`src/design/empr_pkg.sv`:
```
// Shared types and constants for the energy meter pulse packet receiver.
package empr_pkg;

	// Packet framing
	localparam int BITS_PER_PACKET = 67;
	localparam int BIT_IDX_W       = 7;
	localparam int BYTE_IDX_W      = 4;
	localparam int PKT_BYTES       = 8;
	localparam int SUM_BYTES       = 7;

	// Register map
	localparam int CFG_ADDR_W = 4;
	localparam int CFG_DATA_W = 32;
	localparam logic [1:0] REG_START_THR = 2'd0;
	localparam logic [1:0] REG_BIT_MIN   = 2'd1;
	localparam logic [1:0] REG_ONE_THR   = 2'd2;
	localparam logic [1:0] REG_MAINS_V   = 2'd3;

	localparam logic [15:0] START_THR_RST = 16'd480;
	localparam logic [15:0] BIT_MIN_RST   = 16'd20;
	localparam logic [15:0] ONE_THR_RST   = 16'd85;
	localparam logic [9:0]  MAINS_V_RST   = 10'd230;

	// Decode arithmetic
	localparam int MILLI      = 1000;
	localparam int CUR_MAX    = 100000;
	localparam int EXPO_MAX   = 15;
	localparam int RECIP_SH   = 31;
	// ceil(2^31 / 125): exact quotient for any dividend below 2^24
	localparam int RECIP_125  = 17179870;

	// Packet queue
	localparam int QDEPTH = 2;
	localparam int QPTR_W = $clog2(QDEPTH);

	typedef struct packed {
		logic [15:0] start_thr;
		logic [15:0] bit_min;
		logic [15:0] one_thr;
	} empr_thr_t;

	typedef struct packed {
		logic [PKT_BYTES-1:0][7:0] bytes;
		logic                      full_count;
	} empr_pkt_t;

	typedef struct packed {
		logic        checksum_ok;
		logic [15:0] transmitter_id;
		logic [16:0] current_ma;
		logic        current_invalid;
		logic [16:0] power_w;
		logic [4:0]  interval_s;
		logic        pairing_on;
		logic        battery_ok;
	} empr_res_t;

endpackage

```
`src/design/energy_meter_pulse_packet_receiver.sv`:
```
// Top level of the energy meter pulse packet receiver.
//
//  port group      role                            flow control
//  ----------      ----                            ------------
//  pulse_*         one measured pulse width        pulse_valid / pulse_ready
//  result fields   one decoded packet              result_valid / result_ready
//  APB             four config registers, 4*i      psel/penable, pready tied high
//
// One pulse is taken every cycle while the two-entry packet queue has room.
// A decoded packet is queued at the transfer of its last pulse, then passes
// through four decode stages plus the output register.
// Reset is asynchronous and needs no clearing pass; the byte store is not reset.
// A stalled result holds the decode pipeline; the queue then fills and
// pulse_ready stays low for any pulse while the queue holds two packets.
module energy_meter_pulse_packet_receiver import empr_pkg::*; (
	input  logic                  clk,
	input  logic                  arst_n,
	input  logic                  psel,
	input  logic                  penable,
	input  logic                  pwrite,
	input  logic [CFG_ADDR_W-1:0] paddr,
	input  logic [CFG_DATA_W-1:0] pwdata,
	output logic [CFG_DATA_W-1:0] prdata,
	output logic                  pready,
	input  logic                  pulse_valid,
	output logic                  pulse_ready,
	input  logic [15:0]           pulse_width_us,
	output logic                  result_valid,
	input  logic                  result_ready,
	output logic                  checksum_ok,
	output logic [15:0]           transmitter_id,
	output logic [16:0]           current_ma,
	output logic                  current_invalid,
	output logic [16:0]           power_w,
	output logic [4:0]            interval_s,
	output logic                  pairing_on,
	output logic                  battery_ok
);

	empr_thr_t  thr;
	logic [9:0] mains_v;
	logic       push;
	empr_pkt_t  push_pkt;
	logic       q_full;
	logic       head_valid;
	empr_pkt_t  head_pkt;
	logic       pop;
	empr_res_t  res;

	empr_regs u_regs (
		.clk     (clk),
		.arst_n  (arst_n),
		.psel    (psel),
		.penable (penable),
		.pwrite  (pwrite),
		.paddr   (paddr),
		.pwdata  (pwdata),
		.prdata  (prdata),
		.pready  (pready),
		.thr     (thr),
		.mains_v (mains_v)
	);

	empr_front u_front (
		.clk            (clk),
		.arst_n         (arst_n),
		.thr            (thr),
		.pulse_valid    (pulse_valid),
		.pulse_ready    (pulse_ready),
		.pulse_width_us (pulse_width_us),
		.q_full         (q_full),
		.push           (push),
		.push_pkt       (push_pkt)
	);

	empr_queue u_queue (
		.clk        (clk),
		.arst_n     (arst_n),
		.push       (push),
		.push_pkt   (push_pkt),
		.full       (q_full),
		.head_valid (head_valid),
		.head_pkt   (head_pkt),
		.pop        (pop)
	);

	empr_back u_back (
		.clk          (clk),
		.arst_n       (arst_n),
		.mains_v      (mains_v),
		.head_valid   (head_valid),
		.head_pkt     (head_pkt),
		.pop          (pop),
		.result_valid (result_valid),
		.result_ready (result_ready),
		.result       (res)
	);

	assign checksum_ok     = res.checksum_ok;
	assign transmitter_id  = res.transmitter_id;
	assign current_ma      = res.current_ma;
	assign current_invalid = res.current_invalid;
	assign power_w         = res.power_w;
	assign interval_s      = res.interval_s;
	assign pairing_on      = res.pairing_on;
	assign battery_ok      = res.battery_ok;

endmodule

```
`src/design/empr_regs.sv`:
```
// Configuration register file on an APB-style port.
module empr_regs import empr_pkg::*; (
	input  logic                  clk,
	input  logic                  arst_n,
	input  logic                  psel,
	input  logic                  penable,
	input  logic                  pwrite,
	input  logic [CFG_ADDR_W-1:0] paddr,
	input  logic [CFG_DATA_W-1:0] pwdata,
	output logic [CFG_DATA_W-1:0] prdata,
	output logic                  pready,
	output empr_thr_t             thr,
	output logic [9:0]            mains_v
);

	logic        wr_en;
	logic [1:0]  reg_sel;
	logic [15:0] start_thr_q;
	logic [15:0] bit_min_q;
	logic [15:0] one_thr_q;
	logic [9:0]  mains_v_q;

	assign pready  = 1'b1;
	assign wr_en   = psel & penable & pwrite & pready;
	assign reg_sel = paddr[3:2];

	always_ff @(posedge clk or negedge arst_n) begin
		if (!arst_n) begin
			start_thr_q <= START_THR_RST;
			bit_min_q   <= BIT_MIN_RST;
			one_thr_q   <= ONE_THR_RST;
			mains_v_q   <= MAINS_V_RST;
		end else if (wr_en) begin
			unique case (reg_sel)
				REG_START_THR: start_thr_q <= pwdata[15:0];
				REG_BIT_MIN:   bit_min_q   <= pwdata[15:0];
				REG_ONE_THR:   one_thr_q   <= pwdata[15:0];
				REG_MAINS_V:   mains_v_q   <= pwdata[9:0];
				default: ;
			endcase
		end
	end

	always_comb begin
		unique case (reg_sel)
			REG_START_THR: prdata = {16'd0, start_thr_q};
			REG_BIT_MIN:   prdata = {16'd0, bit_min_q};
			REG_ONE_THR:   prdata = {16'd0, one_thr_q};
			REG_MAINS_V:   prdata = {22'd0, mains_v_q};
			default:       prdata = '0;
		endcase
	end

	assign thr.start_thr = start_thr_q;
	assign thr.bit_min   = bit_min_q;
	assign thr.one_thr   = one_thr_q;
	assign mains_v       = mains_v_q;

endmodule

```
`src/design/empr_front.sv`:
```
// Front end: classifies pulses, assembles bits into bytes, hands off whole packets.
module empr_front import empr_pkg::*; (
	input  logic        clk,
	input  logic        arst_n,
	input  empr_thr_t   thr,
	input  logic        pulse_valid,
	output logic        pulse_ready,
	input  logic [15:0] pulse_width_us,
	input  logic        q_full,
	output logic        push,
	output empr_pkt_t   push_pkt
);

	logic                  in_pkt_q;
	logic [BIT_IDX_W-1:0]  bit_idx_q;
	logic [7:0]            shift_q;
	logic [BYTE_IDX_W-1:0] byte_idx_q;
	logic [7:0]            store_q [PKT_BYTES];

	logic                  accept;
	logic                  is_start;
	logic                  is_bit;
	logic [7:0]            sh_next;
	logic [BIT_IDX_W-1:0]  bi_next;
	logic                  byte_done;
	logic                  store_wr;
	logic [BYTE_IDX_W-1:0] byte_idx_next;
	logic                  last_bit;
	logic [7:0]            store_next [PKT_BYTES];

	assign pulse_ready = ~q_full;
	assign accept      = pulse_valid & pulse_ready;

	assign is_start  = pulse_width_us > thr.start_thr;
	// a data bit: inside a packet, nonzero, not a start pulse, above the minimum
	assign is_bit    = in_pkt_q && (pulse_width_us != 16'd0) && !is_start
	                   && (pulse_width_us > thr.bit_min);
	assign sh_next   = {shift_q[6:0], pulse_width_us > thr.one_thr};
	assign bi_next   = bit_idx_q + 1'b1;
	assign byte_done = (bi_next[2:0] == 3'd0);
	assign store_wr  = is_bit && byte_done && !byte_idx_q[BYTE_IDX_W-1];
	assign byte_idx_next = (byte_done && (byte_idx_q != '1)) ? byte_idx_q + 1'b1 : byte_idx_q;
	assign last_bit  = is_bit && (bi_next >= BIT_IDX_W'(BITS_PER_PACKET));

	always_comb begin
		for (int i = 0; i < PKT_BYTES; i++) begin
			store_next[i] = (store_wr && (byte_idx_q[2:0] == 3'(i))) ? sh_next : store_q[i];
		end
	end

	always_comb begin
		for (int i = 0; i < PKT_BYTES; i++) begin
			push_pkt.bytes[i] = store_next[i];
		end
		push_pkt.full_count = (byte_idx_next == BYTE_IDX_W'(PKT_BYTES));
	end

	assign push = accept & last_bit;

	always_ff @(posedge clk or negedge arst_n) begin
		if (!arst_n) begin
			in_pkt_q   <= 1'b0;
			bit_idx_q  <= '0;
			shift_q    <= '0;
			byte_idx_q <= '0;
		end else if (accept) begin
			if (!in_pkt_q) begin
				if (is_start) begin
					in_pkt_q   <= 1'b1;
					bit_idx_q  <= '0;
					shift_q    <= '0;
					byte_idx_q <= '0;
				end
			end else if (pulse_width_us == 16'd0) begin
				in_pkt_q   <= 1'b0;
				bit_idx_q  <= '0;
				shift_q    <= '0;
				byte_idx_q <= '0;
			end else if (is_start) begin
				bit_idx_q  <= '0;
				shift_q    <= '0;
				byte_idx_q <= '0;
			end else if (is_bit) begin
				if (last_bit) begin
					in_pkt_q   <= 1'b0;
					bit_idx_q  <= '0;
					shift_q    <= '0;
					byte_idx_q <= '0;
				end else begin
					bit_idx_q  <= bi_next;
					shift_q    <= byte_done ? 8'd0 : sh_next;
					byte_idx_q <= byte_idx_next;
				end
			end
		end
	end

	always_ff @(posedge clk) begin
		if (accept && store_wr) begin
			store_q[byte_idx_q[2:0]] <= sh_next;
		end
	end

	// packet always closes on its last bit
	a_close_on_last: assert property (@(posedge clk) disable iff (!arst_n)
		push |=> !in_pkt_q)
		else $error("packet still open after last bit");

endmodule

```
`src/design/empr_queue.sv`:
```
// Short packet queue between the front end and the decoder.
module empr_queue import empr_pkg::*; (
	input  logic      clk,
	input  logic      arst_n,
	input  logic      push,
	input  empr_pkt_t push_pkt,
	output logic      full,
	output logic      head_valid,
	output empr_pkt_t head_pkt,
	input  logic      pop
);

	empr_pkt_t         mem [QDEPTH];
	logic [QPTR_W-1:0] wr_ptr_q;
	logic [QPTR_W-1:0] rd_ptr_q;
	logic [QPTR_W:0]   count_q;
	logic              do_push;
	logic              do_pop;

	assign full       = (count_q == (QPTR_W+1)'(QDEPTH));
	assign head_valid = (count_q != '0);
	assign head_pkt   = mem[rd_ptr_q];
	assign do_push    = push & ~full;
	assign do_pop     = pop & head_valid;

	always_ff @(posedge clk or negedge arst_n) begin
		if (!arst_n) begin
			wr_ptr_q <= '0;
			rd_ptr_q <= '0;
			count_q  <= '0;
		end else begin
			if (do_push) begin
				wr_ptr_q <= (wr_ptr_q == QPTR_W'(QDEPTH-1)) ? '0 : wr_ptr_q + 1'b1;
			end
			if (do_pop) begin
				rd_ptr_q <= (rd_ptr_q == QPTR_W'(QDEPTH-1)) ? '0 : rd_ptr_q + 1'b1;
			end
			case ({do_push, do_pop})
				2'b10:   count_q <= count_q + 1'b1;
				2'b01:   count_q <= count_q - 1'b1;
				default: ;
			endcase
		end
	end

	always_ff @(posedge clk) begin
		if (do_push) begin
			mem[wr_ptr_q] <= push_pkt;
		end
	end

	a_no_overflow: assert property (@(posedge clk) disable iff (!arst_n)
		push |-> !full)
		else $error("packet pushed into full queue");

	a_count_range: assert property (@(posedge clk) disable iff (!arst_n)
		count_q <= (QPTR_W+1)'(QDEPTH))
		else $error("queue count out of range");

endmodule

```
`src/design/empr_back.sv`:
```
// Back end: decodes a stored packet into the result fields over a short pipeline.
module empr_back import empr_pkg::*; (
	input  logic      clk,
	input  logic      arst_n,
	input  logic [9:0] mains_v,
	input  logic      head_valid,
	input  empr_pkt_t head_pkt,
	output logic      pop,
	output logic      result_valid,
	input  logic      result_ready,
	output empr_res_t result
);

	logic        adv;
	logic        v_s1, v_s2, v_s3, v_s4, out_valid_q;

	empr_res_t   res_s1, res_s2, res_s3, res_s4, res_q;
	empr_res_t   res_s1_next, res_s2_next, res_q_next;
	logic [25:0] prod1_s1;
	logic [7:0]  expo_s1;
	logic [26:0] prod2_s3;
	logic [48:0] prod3_s4;

	logic [7:0]  sum;
	logic        lead_ok;
	logic [15:0] mant;
	logic [4:0]  ival;
	logic [3:0]  shamt;
	logic [25:0] cur_raw;
	logic        cur_bad;
	logic [23:0] div8;

	assign adv          = ~out_valid_q | result_ready;
	assign pop          = adv & head_valid;
	assign result_valid = out_valid_q;
	assign result       = res_q;

	// stage 1 decode of the raw bytes
	always_comb begin
		sum = '0;
		for (int i = 0; i < SUM_BYTES; i++) begin
			sum = sum + head_pkt.bytes[i];
		end
	end

	assign lead_ok = (head_pkt.bytes[0] == 8'd7) || (head_pkt.bytes[0] == 8'd9);
	assign mant    = {head_pkt.bytes[4], head_pkt.bytes[5]};

	always_comb begin
		case (head_pkt.bytes[3][5:4])
			2'd0:    ival = 5'd6;
			2'd1:    ival = 5'd12;
			2'd2:    ival = 5'd18;
			default: ival = 5'd0;
		endcase
	end

	always_comb begin
		res_s1_next.checksum_ok     = head_pkt.full_count && (sum == head_pkt.bytes[7])
		                              && lead_ok;
		res_s1_next.transmitter_id  = {head_pkt.bytes[1], head_pkt.bytes[2]};
		res_s1_next.current_ma      = '0;
		res_s1_next.current_invalid = 1'b0;
		res_s1_next.power_w         = '0;
		res_s1_next.interval_s      = ival;
		res_s1_next.pairing_on      = head_pkt.bytes[3][7];
		res_s1_next.battery_ok      = head_pkt.bytes[3][6];
	end

	// stage 2: scale by exponent, range check
	assign shamt   = 4'(EXPO_MAX) - expo_s1[3:0];
	assign cur_raw = prod1_s1 >> shamt;
	assign cur_bad = (expo_s1 > 8'(EXPO_MAX)) || (cur_raw > 26'(CUR_MAX));

	always_comb begin
		res_s2_next                 = res_s1;
		res_s2_next.current_ma      = cur_bad ? 17'd0 : cur_raw[16:0];
		res_s2_next.current_invalid = cur_bad;
	end

	// stage 4: divide by 1000 as >>3 then times reciprocal of 125
	assign div8 = prod2_s3[26:3];

	always_comb begin
		res_q_next         = res_s4;
		res_q_next.power_w = prod3_s4[RECIP_SH+16:RECIP_SH];
	end

	always_ff @(posedge clk or negedge arst_n) begin
		if (!arst_n) begin
			v_s1        <= 1'b0;
			v_s2        <= 1'b0;
			v_s3        <= 1'b0;
			v_s4        <= 1'b0;
			out_valid_q <= 1'b0;
		end else if (adv) begin
			v_s1        <= head_valid;
			v_s2        <= v_s1;
			v_s3        <= v_s2;
			v_s4        <= v_s3;
			out_valid_q <= v_s4;
		end
	end

	always_ff @(posedge clk) begin
		if (adv) begin
			res_s1   <= res_s1_next;
			prod1_s1 <= 26'(mant) * 26'(MILLI);
			expo_s1  <= head_pkt.bytes[6];

			res_s2   <= res_s2_next;

			res_s3   <= res_s2;
			prod2_s3 <= 27'(res_s2.current_ma) * 27'(mains_v);

			res_s4   <= res_s3;
			prod3_s4 <= 49'(div8) * 49'(RECIP_125);

			res_q    <= res_q_next;
		end
	end

	a_invalid_zero: assert property (@(posedge clk) disable iff (!arst_n)
		out_valid_q && res_q.current_invalid |-> (res_q.current_ma == 17'd0)
		&& (res_q.power_w == 17'd0))
		else $error("flagged current not zeroed");

	a_cur_range: assert property (@(posedge clk) disable iff (!arst_n)
		out_valid_q |-> (res_q.current_ma <= 17'(CUR_MAX)))
		else $error("current above limit");

endmodule
```
`config.mk`:
```
export PLATFORM = sky130hd
export DESIGN_NAME = energy_meter_pulse_packet_receiver
export DESIGN_NICKNAME = d
export VERILOG_FILES = /design/src/design/empr_pkg.sv /design/src/design/energy_meter_pulse_packet_receiver.sv /design/src/design/empr_regs.sv /design/src/design/empr_front.sv /design/src/design/empr_queue.sv /design/src/design/empr_back.sv
export SDC_FILE = /design/constraint.sdc
export NUM_CORES = 2
export LEC_CHECK = 0
export BUFFER_PORTS_ARGS = -buffer_cell sky130_fd_sc_hd__buf_2
export CORE_MARGIN = 3
export CORE_UTILIZATION = 55
export CTS_CLUSTER_DIAMETER = 80
export CTS_CLUSTER_SIZE = 20
export DETAILED_ROUTE_END_ITERATION = 7
export HOLD_SLACK_MARGIN = 0.05
export PLACE_DENSITY = 0.71
export SLEW_MARGIN = 25
export SYNTH_ARGS = -nofsm -noshare
export SYNTH_HDL_FRONTEND = slang
export SYNTH_SLANG_ARGS = --single-unit
```
`constraint.sdc`:
```
create_clock -name clk -period 14.98 [get_ports clk]
set_input_delay 2.247 -clock clk [delete_from_list [all_inputs] [get_ports clk]]
set_output_delay 2.247 -clock clk [all_outputs]
set_load 0.01 [all_outputs]
```
==> results_dict.tcl <==
set metrics [dict create \
    drc_errors 0 \
    grt_first_pass_wirelength_um 137000 \
    hp-class "reg2reg" \
    crit_type "reg2reg" \
    instances_no_fill 4342 \
    worstPathRequired_ns 15.30 \
    synth_edf_count 470 \
    place_congestion 0.903 \
    path_cells "fa_1 > inv_1 > fa_1 > inv_1 > ha_1 > fa_1 > fa_1 > fa_1 > inv_1 > fa_1 > inv_1 > ha_1 > a21oi_1 > o211ai_1 > a32oi_1 > a21boi_0 > nor4b_2 > o21ai_1 > and4_1 > or4_1" \
    drt_iter0_markers 1445 \
    gr-usage-met2 0.387 \
    maxCapViolations 0 \
    met1_usage 0.288 \
    hold_violations 0 \
    layout_setup_ws_ns 7.67 \
    reg2reg_from "u_back.prod2_s3[21]" \
    dpl.hpwl_um 64600 \
    async_flop_share 0.155 \
    synth_cell_types 79 \
    crit_buf_inv 4 \
    grt_max_degree 74 \
    skew_ns 0.0402 \
    ys_top_cells_by_area "edfxtp_1 35%, fa_1 19%, ha_1 13%, inv_1 5.8%, mux2_2 4.4%" \
    setup-tns-final_ns 0 \
    grtUsageMet3 0.0460 \
    gr-total-overflow 0 \
    start_kind "register" \
    htreeDepth 2 \
    fp.dieH_um 277 \
    grt_usage 0.223 \
    endpoint_kind "register" \
    numClockSinks 556 \
    core_mm2 0.0722 \
    yosys_most_used_dff "edfxtp_1" \
    post-cts-setup-buffers 0 \
    cts_root_buffer "clkbuf_16" \
    antenna_found_initial 21 \
    slew_violations 0 \
    cts_buffer_depth 3 \
    fin_nets 4231 \
    initial_core_util 0.561 \
    dieWidth_um 277 \
    rsz0062_at_grt "no" \
    rrSetupSlack_ns 7.67 \
    slew_headroom 0.331 \
    insertion_delay_ns 0.61 \
    tightest_slew_ns 1.00 \
    dp_cells 4266 \
    boundaryPins 153 \
    timing.rr.end "u_back.prod3_s4[44]" \
    r2r_cells 20 \
    setup_viol 0 \
    holdCritStartpoint "u_back.res_q_next[26]" \
    ys_ff_latch 556 \
    outcome "finished clean" \
    first_pass_iters 6 \
    min_period_ns 7.31 \
    yosysWarnings 0 \
    cts_buffers 39 \
    vias 24100 \
    syn_to_final_growth_pct 7.00 \
    critPathSlowestCell "edfxtp_1" \
    critical_path_arrival_ns 7.63 \
    syn_avg_cell_area_um2 12.4 \
    netlist_area_mm2 0.0405 \
    synth_top_cell_by_area "edfxtp_1" \
    pre_cts_ws_ns 7.79 \
    fin_crit_sh 0.488 \
    wl_per_cell_um 19.4 \
    cts.clk_slew.worst_paths_ns 0.07 \
    fin_util 0.601 \
    synth_top_cell_area_share 0.348 \
    path_common_cell "fa_1" \
    grt_pass1_vias 26100 \
    hold_depth 0 \
    rows 98 \
    crit_fanout 11 \
    worst_hold_path.endpoint "u_back.result[26]" \
    cts_resized 0 \
    crit_cells 20 \
    busiest_layer "met2" \
    crit_family "adder cells" \
    routed_wl_um 84200 \
    hold_buffers 0 \
    die_area_mm2 0.0770 \
    drive_above_1_share 0.129 \
    critPathMaxStageDelay_ns 0.69 \
    drtAntennaViolNets 0 \
    synthCells 3260 \
    ys_seq_area_frac 0.402 \
    max_freq_ghz 0.137 \
    port-buffer-count 116 \
    viasPerCell 5.56 \
    cts_tree "yes" \
]
-- registers in the layout, summed over array words and instances (netlist names), 24 cells and up --
| name | flops |
|---|---|
| u_back.res_s2 | 41 |
| u_back.result | 58 |
| u_back.res_q_next | 41 |
| u_front.store_q | 64 |
| u_back.res_s3 | 41 |
| u_back.prod2_s3 | 24 |
| u_queue.mem | 130 |
-- Yosys cell counts (all sizes together), types with 23 or more instances --
master / n
nor2: 79
nand3: 30
and2: 108
xor2: 31
buf: 49
dfrtp: 71
clkbuf: 44
mux2: 158
edfxtp: 470
fa: 379
mux4: 29
nand2: 175
o21ai: 79
inv: 631
xnor2: 54
nor3: 23
a21oi: 90
ha: 435
mux2i: 35
a21o: 38
-- how the worst max path moves through the flow --
stage | startpoint | end | slack, ns
floorplan | result_ready | u_queue.count_q[1] | 3.52
global placement | u_back.prod2_s3[16] | u_back.prod3_s4[44] | 7.89
detailed placement | u_back.prod2_s3[21] | u_back.prod3_s4[44] | 7.79
CTS | u_back.prod2_s3[21] | u_back.prod3_s4[44] | 7.76
global route | u_back.prod2_s3[21] | u_back.prod3_s4[44] | 7.46
finish | u_back.prod2_s3[21] | u_back.prod3_s4[44] | 7.67
-- layout by cell type, fill, tap and decap left out, types with 9 or more instances in the layout --
cell         n
inv_1      631
edfxtp_1   470
ha_1       435
fa_1       379
nand2_1    175
mux2_2     158
buf_2      115
and2_1     106
a21oi_1     90
o21ai_0     77
dfrtp_1     70
nor2_1      67
xnor2_1     54
clkbuf_16   39
a21o_1      38
mux2i_1     35
xor2_1      31
mux4_2      29
nand3_1     24
nand4_1     19
nor3_1      19
conb_1      18
buf_4       18
nor2b_1     17
a31oi_1     16
dfstp_2     15
nor4_1      14
and3_1      13
diode_2     12
a211oi_1    11
o21a_1      11
nand2b_1    11
nor2_2      10
or2_2        9
a22o_1       9
-- cell type report --
type	count	area, um2
inverters	633	2380
flip-flops and latches	556	16300
multi-input cells	1994	21500
fillers	5643	28800
well taps	950	1190
repair buffers	134	726
clock inverters	16	223
clock buffers	47	1010
diodes	12	30.0
-- metal layers --
metal	part of all wire	wire, um
met1	0.42	35200
met2	0.50	42000
met3	0.060	5040
met4	0.022	1820
met5	0.0011	94
-- kinds of logic after synthesis --
logic type,share of synthesized area
compound gates,0.0530
xor+xnor,0.0200
fa+ha+maj,0.321
buf+inv,0.0699
flops,0.402
mux,0.0686
other cells,0.000185
simple gates,0.0651
-- per-stage QoR --
stage	instance area [um2]	hold slack (ns)
after floorplan	40600	0.400
after global placement	42100	0.401
after detailed placement	42100	0.405
after CTS	43300	0.419
after global routing	43300	0.424
final	43400	0.420
Power is not shown: default switching activity piles up to over one toggle a cycle in this logic, so the estimate is an artifact.
